`config.mk`:
```
export PLATFORM = sky130hd
export DESIGN_NAME = days_between_dates_top
export DESIGN_NICKNAME = d
export VERILOG_FILES = /design/src/design/dbd_pkg.sv /design/src/design/days_between_dates_top.sv
export SDC_FILE = /design/constraint.sdc
export NUM_CORES = 1
export LEC_CHECK = 0
export BUFFER_PORTS_ARGS = -buffer_cell sky130_fd_sc_hd__buf_4
export CORE_MARGIN = 5
export CORE_UTILIZATION = 65
export CTS_BUF_LIST = sky130_fd_sc_hd__clkbuf_4
export CTS_CLUSTER_SIZE = 25
export DETAILED_ROUTE_END_ITERATION = 8
export GPL_TIMING_DRIVEN = 0
export PLACE_DENSITY = 0.81
export SETUP_SLACK_MARGIN = 0.3
export SYNTH_ARGS = -nofsm -noshare
export SYNTH_HDL_FRONTEND = slang
export SYNTH_SLANG_ARGS = --single-unit
```
`constraint.sdc`:
```
create_clock -name clk -period 11.3 [get_ports clk]
set_input_delay 1.13 -clock clk [delete_from_list [all_inputs] [get_ports clk]]
set_output_delay 1.13 -clock clk [all_outputs]
set_load 0.01 [all_outputs]
```
`src/design/dbd_pkg.sv`:
```
// ----------------------------------------------------------------------------
// dbd_pkg
// Shared widths, month table and constants for the day-distance pipeline.
// ----------------------------------------------------------------------------
`default_nettype none

package dbd_pkg;

    localparam int unsigned DAY_W  = 5;
    localparam int unsigned MON_W  = 4;
    localparam int unsigned YEAR_W = 14;
    localparam int unsigned DIST_W = 22;

    // Default for the top-level year ceiling
    localparam int unsigned MAX_YEAR_DEF = 9999;

    // Request packing on the stream buses
    localparam int unsigned IN_FIELDS_W = 2 * (DAY_W + MON_W + YEAR_W);
    localparam int unsigned IN_DATA_W   = ((IN_FIELDS_W + 7) / 8) * 8;
    localparam int unsigned OUT_DATA_W  = ((DIST_W + 7) / 8) * 8;

    localparam logic [MON_W-1:0] MONTH_JAN = MON_W'(1);
    localparam logic [MON_W-1:0] MONTH_FEB = MON_W'(2);
    localparam logic [MON_W-1:0] MONTH_DEC = MON_W'(12);

    // Year quotient by 100: floor(x * 5243 / 2^19), exact for 14-bit x
    localparam int unsigned DIV100_MUL   = 5243;
    localparam int unsigned DIV100_SHIFT = 19;
    localparam int unsigned DIV100_PW    = YEAR_W + 13;
    localparam int unsigned Q100_W       = $clog2((2 ** YEAR_W) / 100 + 1);
    localparam int unsigned CENT_W       = 7;
    localparam logic [CENT_W-1:0] CENT_LAST = CENT_W'(99);

    localparam int unsigned DAYS_PER_YEAR = 365;
    localparam int unsigned MOFF_W        = 9;

    localparam logic [DIST_W-1:0] DIST_MAX = {DIST_W{1'b1}};

    // Days before the first of each month, common year; entry 0 unused
    localparam logic [MOFF_W-1:0] MONTH_START [13] = '{
        MOFF_W'(0),   MOFF_W'(0),   MOFF_W'(31),  MOFF_W'(59),  MOFF_W'(90),
        MOFF_W'(120), MOFF_W'(151), MOFF_W'(181), MOFF_W'(212), MOFF_W'(243),
        MOFF_W'(273), MOFF_W'(304), MOFF_W'(334)
    };

endpackage

`default_nettype wire

```
`src/design/days_between_dates_top.sv`:
```
// ----------------------------------------------------------------------------
// days_between_dates_top
// Absolute day distance between two Gregorian dates, five-stage pipeline.
// ----------------------------------------------------------------------------
//  Channel  | Dir | Handshake                     | Contents
//  ---------+-----+-------------------------------+---------------------------
//  s_axis   | in  | s_axis_tvalid / s_axis_tready | two dates (day, month, year)
//  m_axis   | out | m_axis_tvalid / m_axis_tready | day distance
//
//  One request per cycle while m_axis_tready is high.
//  Depth is set by the year/100 reciprocal multiply and the day-number adds.
//  Each stage holds while the stage after it is full and stalled, so a full
//  pipe still takes a request whenever the result is being taken.
//  rst_n clears the stage valid bits only; no clearing pass is needed.
// ----------------------------------------------------------------------------
`default_nettype none

module days_between_dates_top #(
    parameter int unsigned MAX_YEAR = dbd_pkg::MAX_YEAR_DEF
) (
    input  wire                               clk,
    input  wire                               rst_n,
    input  wire                               s_axis_tvalid,
    output logic                              s_axis_tready,
    // low to high: first_day, first_month, first_year,
    //              second_day, second_month, second_year, zero pad
    input  wire  [dbd_pkg::IN_DATA_W-1:0]     s_axis_tdata,
    output logic                              m_axis_tvalid,
    input  wire                               m_axis_tready,
    // low to high: day_distance, zero pad
    output logic [dbd_pkg::OUT_DATA_W-1:0]    m_axis_tdata
);

    import dbd_pkg::*;

    localparam int unsigned NSTG     = 5;
    localparam int unsigned YEAR_TOP = (MAX_YEAR < (2 ** YEAR_W) - 1) ?
                                       MAX_YEAR : (2 ** YEAR_W) - 1;
    localparam int unsigned DN_W     = $clog2(YEAR_TOP * 366 + 1);
    localparam int unsigned CMP_W    = (DN_W > DIST_W) ? DN_W : DIST_W;

    typedef struct packed {
        logic [YEAR_W-1:0] py;
        logic              feb_past;
        logic [MOFF_W-1:0] mon_off;
        logic [DAY_W-1:0]  day;
    } st1_t;

    typedef struct packed {
        logic [YEAR_W-1:0] py;
        logic [Q100_W-1:0] q100;
        logic              feb_past;
        logic [MOFF_W-1:0] mon_off;
        logic [DAY_W-1:0]  day;
    } st2_t;

    typedef struct packed {
        logic [DN_W-1:0]   yd;
        logic [Q100_W-1:0] cent;
        logic              leap_add;
        logic [MOFF_W-1:0] mon_off;
        logic [DAY_W-1:0]  day;
    } st3_t;

    logic [NSTG-1:0]   vld_reg;
    logic [NSTG-1:0]   rdy;

    st1_t              st1_reg  [2];
    st1_t              st1_next [2];
    st2_t              st2_reg  [2];
    st2_t              st2_next [2];
    st3_t              st3_reg  [2];
    st3_t              st3_next [2];
    logic [DN_W-1:0]   dn_reg   [2];
    logic [DN_W-1:0]   dn_next  [2];
    logic [DIST_W-1:0] dist_reg;
    logic [DIST_W-1:0] dist_next;

    logic [DAY_W-1:0]  in_day  [2];
    logic [MON_W-1:0]  in_mon  [2];
    logic [YEAR_W-1:0] in_year [2];

    // Input unpacking
    assign in_day[0]  = s_axis_tdata[DAY_W-1:0];
    assign in_mon[0]  = s_axis_tdata[DAY_W+MON_W-1:DAY_W];
    assign in_year[0] = s_axis_tdata[DAY_W+MON_W+YEAR_W-1:DAY_W+MON_W];
    assign in_day[1]  = s_axis_tdata[2*DAY_W+MON_W+YEAR_W-1:DAY_W+MON_W+YEAR_W];
    assign in_mon[1]  = s_axis_tdata[2*DAY_W+2*MON_W+YEAR_W-1:2*DAY_W+MON_W+YEAR_W];
    assign in_year[1] = s_axis_tdata[IN_FIELDS_W-1:2*DAY_W+2*MON_W+YEAR_W];

    // Stage handshake: a stage loads when empty or when its contents move on
    always_comb
    begin
        rdy[NSTG-1] = !vld_reg[NSTG-1] || m_axis_tready;
        for (int k = NSTG - 2; k >= 0; k--)
        begin
            rdy[k] = !vld_reg[k] || rdy[k+1];
        end
    end

    assign s_axis_tready = rdy[0];

    always_ff @(posedge clk or negedge rst_n)
    begin
        if (!rst_n)
        begin
            vld_reg <= '0;
        end
        else
        begin
            if (rdy[0])
            begin
                vld_reg[0] <= s_axis_tvalid;
            end
            for (int k = 1; k < NSTG; k++)
            begin
                if (rdy[k])
                begin
                    vld_reg[k] <= vld_reg[k-1];
                end
            end
        end
    end

    // Stage 1: clamp month and year, month offset from table
    always_comb
    begin
        logic [MON_W-1:0]  mon;
        logic [YEAR_W-1:0] yr;
        for (int i = 0; i < 2; i++)
        begin
            mon = in_mon[i];
            if (mon < MONTH_JAN)
            begin
                mon = MONTH_JAN;
            end
            else if (mon > MONTH_DEC)
            begin
                mon = MONTH_DEC;
            end
            yr = in_year[i];
            if (yr == '0)
            begin
                yr = YEAR_W'(1);
            end
            else if (32'(yr) > MAX_YEAR)
            begin
                yr = YEAR_W'(YEAR_TOP);
            end
            st1_next[i].py       = yr - YEAR_W'(1);
            st1_next[i].feb_past = (mon > MONTH_FEB);
            st1_next[i].mon_off  = MONTH_START[mon];
            st1_next[i].day      = in_day[i];
        end
    end

    // Stage 2: whole centuries of elapsed years by reciprocal multiply
    always_comb
    begin
        logic [DIV100_PW-1:0] prod;
        for (int i = 0; i < 2; i++)
        begin
            prod = DIV100_PW'(st1_reg[i].py) * DIV100_PW'(DIV100_MUL);
            st2_next[i].py       = st1_reg[i].py;
            st2_next[i].q100     = Q100_W'(prod >> DIV100_SHIFT);
            st2_next[i].feb_past = st1_reg[i].feb_past;
            st2_next[i].mon_off  = st1_reg[i].mon_off;
            st2_next[i].day      = st1_reg[i].day;
        end
    end

    // Stage 3: leap test on the date's own year, days of elapsed years
    always_comb
    begin
        logic [YEAR_W-1:0] rem_w;
        logic [CENT_W-1:0] r100;
        logic              leap;
        for (int i = 0; i < 2; i++)
        begin
            rem_w = st2_reg[i].py - YEAR_W'(YEAR_W'(st2_reg[i].q100) * YEAR_W'(100));
            r100  = rem_w[CENT_W-1:0];
            // year = py + 1: divisible by 4 when py ends in 3 mod 4, etc.
            leap  = ((st2_reg[i].py[1:0] == 2'b11) && (r100 != CENT_LAST)) ||
                    ((r100 == CENT_LAST) && (st2_reg[i].q100[1:0] == 2'b11));
            st3_next[i].yd       = DN_W'(st2_reg[i].py) * DN_W'(DAYS_PER_YEAR)
                                 + DN_W'(st2_reg[i].py >> 2);
            st3_next[i].cent     = st2_reg[i].q100 - (st2_reg[i].q100 >> 2);
            st3_next[i].leap_add = leap && st2_reg[i].feb_past;
            st3_next[i].mon_off  = st2_reg[i].mon_off;
            st3_next[i].day      = st2_reg[i].day;
        end
    end

    // Stage 4: day number from year 1
    always_comb
    begin
        for (int i = 0; i < 2; i++)
        begin
            dn_next[i] = st3_reg[i].yd - DN_W'(st3_reg[i].cent)
                       + DN_W'(st3_reg[i].mon_off)
                       + DN_W'(st3_reg[i].leap_add)
                       + DN_W'(st3_reg[i].day);
        end
    end

    // Stage 5: absolute difference, saturated to the output width
    always_comb
    begin
        logic [CMP_W-1:0] diff;
        if (dn_reg[0] > dn_reg[1])
        begin
            diff = CMP_W'(dn_reg[0] - dn_reg[1]);
        end
        else
        begin
            diff = CMP_W'(dn_reg[1] - dn_reg[0]);
        end
        if (diff > CMP_W'(DIST_MAX))
        begin
            dist_next = DIST_MAX;
        end
        else
        begin
            dist_next = DIST_W'(diff);
        end
    end

    always_ff @(posedge clk)
    begin
        if (rdy[0] && s_axis_tvalid)
        begin
            st1_reg <= st1_next;
        end
        if (rdy[1] && vld_reg[0])
        begin
            st2_reg <= st2_next;
        end
        if (rdy[2] && vld_reg[1])
        begin
            st3_reg <= st3_next;
        end
        if (rdy[3] && vld_reg[2])
        begin
            dn_reg <= dn_next;
        end
        if (rdy[4] && vld_reg[3])
        begin
            dist_reg <= dist_next;
        end
    end

    assign m_axis_tvalid = vld_reg[NSTG-1];
    assign m_axis_tdata  = OUT_DATA_W'(dist_reg);

    // A full stage whose successor cannot take it keeps its request
    a_stage_hold: assert property (@(posedge clk) disable iff (!rst_n)
        (vld_reg[2] && !rdy[3]) |=> vld_reg[2])
        else $error("stage 3 request lost under stall");

    a_mid_hold: assert property (@(posedge clk) disable iff (!rst_n)
        (vld_reg[1] && !rdy[2]) |=> (vld_reg[1] && $stable(st2_reg[0].py)))
        else $error("stage 2 request changed under stall");

    // Input is only taken when the pipe has room somewhere
    a_room: assert property (@(posedge clk) disable iff (!rst_n)
        s_axis_tready |-> (!(&vld_reg) || m_axis_tready))
        else $error("request accepted into a full stalled pipe");

    // An advancing stage 4 request appears at the output next cycle
    a_advance: assert property (@(posedge clk) disable iff (!rst_n)
        (vld_reg[3] && rdy[4]) |=> m_axis_tvalid)
        else $error("result dropped between last two stages");

endmodule

`default_nettype wire
```
; ---- Word level (Yosys, flattened, before mapping)
; Memories as Yosys holds them, arrays and structs flattened. A register that Yosys moved wholly into a read port is not among the register bits.
; Index checks and enable logic that the tools add are counted.
; W data, S select, Z words.
[classes]
add_sub_neg = 18
multipliers = 6
order_cmp = 10
eq_ne = 8
muxes = 9
bitwise_logic = 2
n_reduce_logical = 25
[op_table]
columns = op, count
row1 = $mux W14, 4
row2 = $mul A14 B13 Y27 const B, 2
row3 = $add A22 B1 Y22, 2
row4 = $add A22 B12 Y22, 2
row5 = $add A22 B5 Y22, 2
row6 = $add A22 B9 Y22, 2
row7 = $mul A14 B9 Y22 const B, 2
row8 = $sub A22 B22 Y22, 2
row9 = $sub A22 B8 Y22, 2
row10 = $gt A14 B14 Y1 const B, 2
row11 = $logic_not A14 Y1, 2
row12 = $sub A14 B1 Y14 const B, 2
row13 = $gt A22 B22 Y1, 1
row14 = $gt A22 B22 Y1 const B, 1
row15 = $mux W22, 1
row16 = $mul A8 B5 Y5 const B, 2
row17 = $mux W4, 4
row18 = $sub A8 B6 Y8, 2
row19 = $eq A7 B7 Y1 const B, 2
row20 = $ne A7 B7 Y1 const B, 2
row21 = $sub A7 B7 Y7, 2
row22 = $logic_and A1 B1 Y1, 11
row23 = $not A4 Y5, 2
row24 = $eq A2 B2 Y1 const B, 4
row25 = other kinds (5), 18
[totals]
register_bits = 275
romBits = 288
inputBits = 52
out_inout_bits = 26
word_cells = 114
n_memories = 2
[mem_list]
columns = name, words, word_bits, read_ports, rd_ports_with_merged_regs, write_ports, line_no
row1 = (no name shown), 16, 9, 1, 1, 0, days_between_dates_top.sv:152  ; st1_next[i].mon_off = MONTH_START[mon];
row2 = (no name shown), 16, 9, 1, 1, 0, days_between_dates_top.sv:152

; ---- Longest topological paths before layout
; Gate-level depths: netlist of the first run.
[logic_depth]
depth_word = 7
depth_mapped = 20
mapped_depth_nobuf = 19

; ---- Worst setup path after synthesis of the first run
; Ideal clock, no wire load.
[synth_timing]
kind = reg2reg
startpoint = reg st2_reg[29] (netlist bit)
endpoint = reg st3_reg[43] (netlist bit) (data pin)
arrival_ns = 4.740
t_required_ns = 11.039
setup_slack_ns = 6.299
stages_incl_launch_ff = 20
path_buffers = 1
synth_period_minus_slack_ns = 5.001
cell_sequence = edfxtp_1 ha_1 inv_1 fa_1 inv_1 fa_1 fa_1 inv_1 fa_1 inv_1 ha_1 clkbuf_1 a21o_1 a21oi_1 nand2b_1 a41oi_1 a21oi_1 a221oi_2 o21ai_0 a311o_1
[synth_rtl]
columns = element, line_no
row1 = "start, declared", days_between_dates_top.sv:70  ; st2_t st2_reg [2];
row2 = "start signal, assigned", days_between_dates_top.sv:236  ; st2_reg <= st2_next;
row3 = "end signal, assigned", days_between_dates_top.sv:240  ; st3_reg <= st3_next;
row4 = "end, declared", days_between_dates_top.sv:72  ; st3_t st3_reg [2];

==> key figures, run 1 <==
Logic synthesis
  – Synth area leader: edfxtp_1
  – Cell Area, Synth: 28400 sq um
  – Ranking of synthesized cells by area: edfxtp_1 (30%), ha_1 (21%), fa_1 (18%), inv_1 (8.0%), xnor2_1 (3.2%)
  – Synthesis-stage register bit count: just under 300
  – Asr flop ratio synth: 1.71%
  – Cell with the most instances after synthesis: inv_1
  – Cells after synthesis: 2611
  – Syn_area_per_cell: 10.9 sq um
  – Top cells by count, synth: inv_1 (602), ha_1 (485), edfxtp_1 (288)
  – Register area share after synthesis: 30.9%
  – Post-synth top flop: edfxtp_1
  – EDFF count, synth: around 290
  – Post-synth cell types: 82
  – Top-area cell type share of the netlist area: 30.4%
  – Synth warn: 0

Die
  – Core area: 43200 sq um
  – I/O pin cnt: 78
  – Die Span Y: 219 um
  – Die area: 48000 sq um
  – Die width: 219 um
  – Row count: 76
  – Initial Util: approximately 66%

STA
  – Count of final hold-check violations: 0
  – Minimum clock period: 5.76 ns
  – Slew Viols, Final: 0
  – Tcrit/Tclk final: 51.0%
  – Worst-margin pin slew: between 0.9 and 1 ns
  – Clk_skew: 0.0550 ns
  – Setup-failing EPs final: 0
  – RSZ-0062 raised after global routing: no
  – Max_slew headroom: 36.6%
  – Post-Route Setup TNS: 0 ns
  – Fmax: 173 MHz

Critical path
  – WP buf/inv: 2
  – Crit path DAT: 6.27 ns
  – CP required: between 10 and 15 ns
  – Cell depth of the worst setup path: 17
  – R2R cell count: 17
  – Most used cell, CP: fa_1
  – CP max-delay cell: edfxtp_1
  – Startpoint Class: flop
  – Delay-heaviest family, CP: adder cells
  – Crit-path max FO: 8
  – CP Cell Sequence: ha_1 > fa_1 > fa_1 > fa_1 > inv_1 > fa_1 > inv_1 > ha_1 > o2111ai_1 > nor2_1 > a211oi_1 > a21oi_1 > o21ai_0 > a21boi_0 > o21ai_0 > nor2b_1 > o311ai_0
  – Max stage delay on crit path: 0.62 ns
  – Flop-to-flop setup slack: roughly 5.5 ns
  – Critical Path End Type: flop
  – Crit Path Class: reg2reg

Detailed routing
  – Routed length per placed instance: ~16 um
  – DR pass1 iterations: 5
  – Total Wirelength: 54300 um
  – DRC viols: 0
  – Routed via count: about 19000
  – Remaining antenna violation count: 0
  – Vias/cell: 5.43
  – Initial DRC Count: 1005

Layout
  – Fillers: slightly above 3000
  – Area grow syn2layout: 8.34%
  – Multi-input logic area: between 15000 and 20000 sq um
  – Nets: between 3000 and 4000
  – Reg area: 8770 sq um
  – Max reg flops: 90
  – Final core occ: between 70% and 80%
  – Share of layout cells above drive strength 1: 8.72%

CTS
  – Clock sink total: 293
  – Clock input transition at the sequential cells of the worst setup and hold paths: 0.07 ns
  – Number of post-CTS setup repair buffers: 0
  – Post-cts resize count: 0
  – Total number of H-tree levels: 3
  – CTS buffer count: 79
  – Clk root buf: clkbuf_4
  – Longest Clk Path Bufs: 3
  – Cts hold-fix bufs: 0
  – CTS tree: yes
  – Worst-Skew Late Latency: 0.81 ns

Place
  – Port Buffers: 70
  – Gpl congestion: 0.895
  – HPWL after detailed placement: 45400 um

Flow run
  – Max cap viols: 0

Global route
  – Number of global-route vias before repair: 19600
  – Initial antenna violation count: 2
  – Tot GR Track Use: between 20% and 30%
  – Largest net degree at the start of global routing: 75
  – First-pass GRT wire length: 92100 um
  – Total grt overflow: 0

Worst hold path
  – Worst Hold Class: in2async

Run status
  – Status: complete, no violations
==> layout by cell type, fill, tap and decap left out, types with 15 or more instances in the layout <==
master / n
a21o_1: 55
a21oi_1: 105
buf_4: 73
clkbuf_1: 15
clkbuf_4: 106
clkinv_1: 25
edfxtp_1: 288
fa_1: 256
ha_1: 485
inv_1: 602
mux2i_1: 25
nand2_1: 74
nand2b_1: 28
nand3_1: 25
nand4_1: 17
nor2_1: 103
nor2b_1: 34
nor3_1: 42
o21a_1: 16
o21ai_0: 72
xnor2_1: 104
xor2_1: 47
==> per-layer routing <==
layer  GRT usage (%)  share of wire (%)  vias to the layer above
li1                -                  -                     9104
met1            32.6                 45                     8983
met2            39.8                 48                      398
met3            3.61                4.4                       94
met4            6.24                2.4                        0
met5               0                  0                        -
==> cell families (layout without fill, tap and decap cells) <==
group,Yosys count,count (layout),share of synthesized area (%)
AO/OA/AOI/OAI,356,356,8.11
XOR/XNOR,151,151,4.65
adder cells (fa/ha/maj),741,741,39.4
buffers and inverters,632,851,8.58
flip-flops,293,293,30.9
multiplexers,28,28,0.999
other,1,7,0.0132
AND/OR/NAND/NOR,409,409,7.39
==> worst paths after layout <==
check,from,end
min in group clk,st1_reg[8],st2_reg[8]
max in group asynchronous,rst_n,vld_reg[3]
max,st1_reg[27],st2_reg[21]
min reg2reg,st1_reg[8],st2_reg[8]
max reg2reg,st1_reg[27],st2_reg[21]
min,rst_n,vld_reg[1]
==> through the flow <==
stage / area, sq um / instances / setup slack, ns / hold WS, ns
2_1_floorplan: 28400 / 2612 / 6.30 / 0.400
3_3_place_gp: 29700 / 3267 / 5.76 / 0.402
3_5_place_dp: 29800 / 3271 / 5.51 / 0.405
4_1_cts: 30800 / 3416 / 5.50 / 0.0556
5_1_grt: 30800 / 3421 / 5.20 / 0.0549
6_report: 30800 / 3421 / 5.54 / 0.143
==> area by class of cell <==
class                           count  area share [%]
Antenna cell                        5          0.0406
Buffer                             30           0.581
Clock buffer                      106            2.58
Clock inverter                     39           0.675
Inverter                          602            7.34
Multi-Input combinational cell   1687            55.9
Sequential cell                   293            28.5
Tap cell                          585            2.38
Timing Repair Buffer               74            1.97
==> worst reg2reg max path: stages, from the launching register on <==
cell       delay, ns
edfxtp_1        0.62
ha_1            0.41
fa_1            0.54
fa_1            0.44
fa_1            0.49
inv_1           0.05
fa_1            0.55
inv_1           0.05
ha_1            0.29
o2111ai_1       0.29
nor2_1          0.09
a211oi_1        0.38
a21oi_1         0.16
o21ai_0         0.23
a21boi_0        0.17
o21ai_0         0.31
nor2b_1         0.25
o311ai_0        0.17
Power of run 1 is not shown: default switching activity piles up to over one toggle a cycle in this logic, so the estimate is an artifact.
==> run 2: changes to the inputs <==
--- a/config.mk
+++ b/config.mk
@@ -7,12 +7,12 @@
 export LEC_CHECK = 0
 export BUFFER_PORTS_ARGS = -buffer_cell sky130_fd_sc_hd__buf_4
 export CORE_MARGIN = 5
-export CORE_UTILIZATION = 65
+export CORE_UTILIZATION = 60
 export CTS_BUF_LIST = sky130_fd_sc_hd__clkbuf_4
 export CTS_CLUSTER_SIZE = 25
 export DETAILED_ROUTE_END_ITERATION = 8
 export GPL_TIMING_DRIVEN = 0
-export PLACE_DENSITY = 0.81
+export PLACE_DENSITY = 0.78
 export SETUP_SLACK_MARGIN = 0.3
 export SYNTH_ARGS = -nofsm -noshare
 export SYNTH_HDL_FRONTEND = slang
==> constraint.sdc (replaced) <==
create_clock -name clk -period 5.3 [get_ports clk]
set_input_delay 0.53 -clock clk [delete_from_list [all_inputs] [get_ports clk]]
set_output_delay 0.53 -clock clk [all_outputs]
set_load 0.01 [all_outputs]
==> key figures, run 2 (same netlist as run 1, synthesis figures left out) <==
Global route
  – Total grt overflow: 0 (unchanged)
  – First-pass GRT wire length: 95100 um (was 92100 um)
  – Largest net degree at the start of global routing: 75 (unchanged)
  – Tot GR Track Use: 22.6% (was 23.7%)
  – Initial antenna violation count: 2 (unchanged)
  – Number of global-route vias before repair: 20200 (was 19600)

Critical path
  – Crit Path Class: reg2reg (unchanged)
  – Critical Path End Type: flop (unchanged)
  – R2R cell count: 18 (was 17)
  – CP required: 5.83 ns (was 11.80 ns)
  – Max stage delay on crit path: 0.53 ns (was 0.62 ns)
  – CP max-delay cell: fa_1 (was edfxtp_1)
  – Most used cell, CP: fa_1 (unchanged)
  – Startpoint Class: flop (unchanged)
  – Crit path DAT: 5.73 ns (was 6.27 ns)
  – Cell depth of the worst setup path: 18 (was 17)
  – Critical Path Start: st1_reg[25] (was st1_reg[27])
  – Worst setup endpoint: st2_reg[21] (unchanged)
  – Reg2Reg Launch Point: st1_reg[25] (was st1_reg[27])
  – WP buf/inv: 3 (was 2)
  – CP Cell Sequence: buf_4 > ha_4 > fa_1 > fa_1 > fa_1 > inv_1 > fa_1 > inv_1 > ha_1 > o2111ai_4 > nor2_1 > a211oi_4 > a21oi_4 > o21ai_2 > a21boi_2 > o21ai_2 > nor2b_4 > o311ai_2 (was ha_1 > fa_1 > fa_1 > fa_1 > inv_1 > fa_1 > inv_1 > ha_1 > o2111ai_1 > nor2_1 > a211oi_1 > a21oi_1 > o21ai_0 > a21boi_0 > o21ai_0 > nor2b_1 > o311ai_0)
  – Crit-path max FO: 5 (was 8)
  – Delay-heaviest family, CP: adder cells (unchanged)
  – FF-to-FF End: st2_reg[21] (unchanged)
  – Flop-to-flop setup slack: 0.10 ns (was 5.54 ns)

CTS
  – Worst-Skew Late Latency: 0.79 ns (was 0.81 ns)
  – Clk root buf: clkbuf_4 (unchanged)
  – Clock sink total: 293 (unchanged)
  – Clock input transition at the sequential cells of the worst setup and hold paths: 0.07 ns (about the same)
  – Longest Clk Path Bufs: 3 (unchanged)
  – CTS tree: yes (unchanged)
  – CTS buffer count: 78 (was 79)
  – Total number of H-tree levels: 3 (unchanged)

Layout
  – Most common cell after layout, fill and taps aside: inv_1 (unchanged)
  – Share of layout cells above drive strength 1: 15.9% (was 8.72%)
  – Nets: 3690 (was 3560)
  – Max reg flops: 90 (unchanged)
  – Area grow syn2layout: 14.7% (was 8.34%)
  – Final core occ: 69.7% (was 71.3%)
  – Most frequent cells in the layout: inv_1 (584), ha_1 (447), edfxtp_1 (288) (was inv_1 (602), ha_1 (485), edfxtp_1 (288))

Worst hold path
  – Worst Hold Class: in2reg (was in2async)
  – Hold path startpoint: s_axis_tdata[14]

Place
  – HPWL after detailed placement: 45000 um (was 45400 um)
  – Gpl congestion: 0.895 (about the same)
  – Port Buffers: 70 (unchanged)

STA
  – Worst-margin pin slew: 0.974 ns (was 0.951 ns)
  – Setup-failing EPs final: 0 (unchanged)
  – Slew Viols, Final: 0 (unchanged)
  – Max_slew headroom: 34.8% (was 36.6%)
  – RSZ-0062 raised after global routing: yes (was no)
  – Clk_skew: 0.0570 ns (was 0.0550 ns)
  – Minimum clock period: 5.20 ns (was 5.76 ns)
  – Tcrit/Tclk final: 98.0% (was 51.0%)
  – Count of final hold-check violations: 0 (unchanged)
  – Fmax: 192 MHz (was 173 MHz)

Die
  – Row count: 79 (was 76)
  – Die area: 51800 sq um (was 48000 sq um)
  – I/O pin cnt: 78 (unchanged)
  – Core area: 46800 sq um (was 43200 sq um)
  – Die width: 228 um (was 219 um)
  – Die Span Y: 228 um (was 219 um)
  – Initial Util: 60.8% (was 65.8%)

Detailed routing
  – Total Wirelength: 59000 um (was 54300 um)
  – Vias/cell: 5.41 (was 5.43)
  – Remaining antenna violation count: 0 (unchanged)
  – Routed length per placed instance: 16.5 um (was 15.9 um)
  – DRC viols: 0 (unchanged)
  – Routed via count: 19300 (was 18600)
  – DR pass1 iterations: 6 (was 5)
  – Initial DRC Count: 992 (was 1005)

Flow run
  – Max cap viols: 0 (unchanged)

Run status
  – Status: complete, no violations (unchanged)
run 2: how the worst min path moves through the flow:
stage,cells past startpoint,end,slack [ns]
floorplan,0,vld_reg[0],0.23
CTS,2,st1_reg[15],0.004
global route,2,st1_reg[15],-0.008
detailed placement,1,vld_reg[0],0.35
finish,3,st1_reg[49],0.07
global placement,1,vld_reg[0],0.34
run 2: routing by layer:
| metal | global-route usage [%] | part of all wire, % | up-vias |
|---|---|---|---|
| met5 | 0 | 0 | - |
| met4 | 6.40 | 2.7 | 0 |
| met3 | 3.80 | 4.4 | 110 |
| met2 | 38.7 | 50 | 436 |
| met1 | 30.0 | 43 | 9405 |
| li1 | - | - | 9343 |
run 2: metrics by stage:
stage                     TNS (ns)  setup slack, ns  cells  instance area (sq um)  hold WS [ns]
after floorplan                  0            0.321   2612                  28400         0.234
after global placement      -0.887           -0.294   3289                  29700         0.344
after detailed placement     -1.34           -0.370   3292                  29800         0.347
after CTS                        0            0.258   3517                  31700       0.00370
after global routing        -0.149          -0.0882   3567                  32600      -0.00845
final                            0            0.104   3567                  32600        0.0735
run 2: cell type report:
cell class	instances	area, sq um
diodes	3	7.51
plain buffers	30	198
clock buffers	111	833
clock inverters	29	134
fillers	3225	14200
inverters	602	2270
multi-input cells	1687	17900
flip-flops and latches	293	8770
well taps	607	759
repair buffers	205	1670
run 2: tightest hold or removal path, stage by stage:
cell	delay [ns]
buf_4	0.10
xnor2_1	0.06
nor2_1	0.07
run 2: timing repair:
item,4_1_cts,5_1_grt
cloned,0,0
endpoints found under the setup margin,21,27
gates resized for setup,43,108
hold buffers,13,0
setup buffers,72,47
hold endpoints to repair,17,0
pin swaps,27,76
Power of run 2 is left out for the same reason.
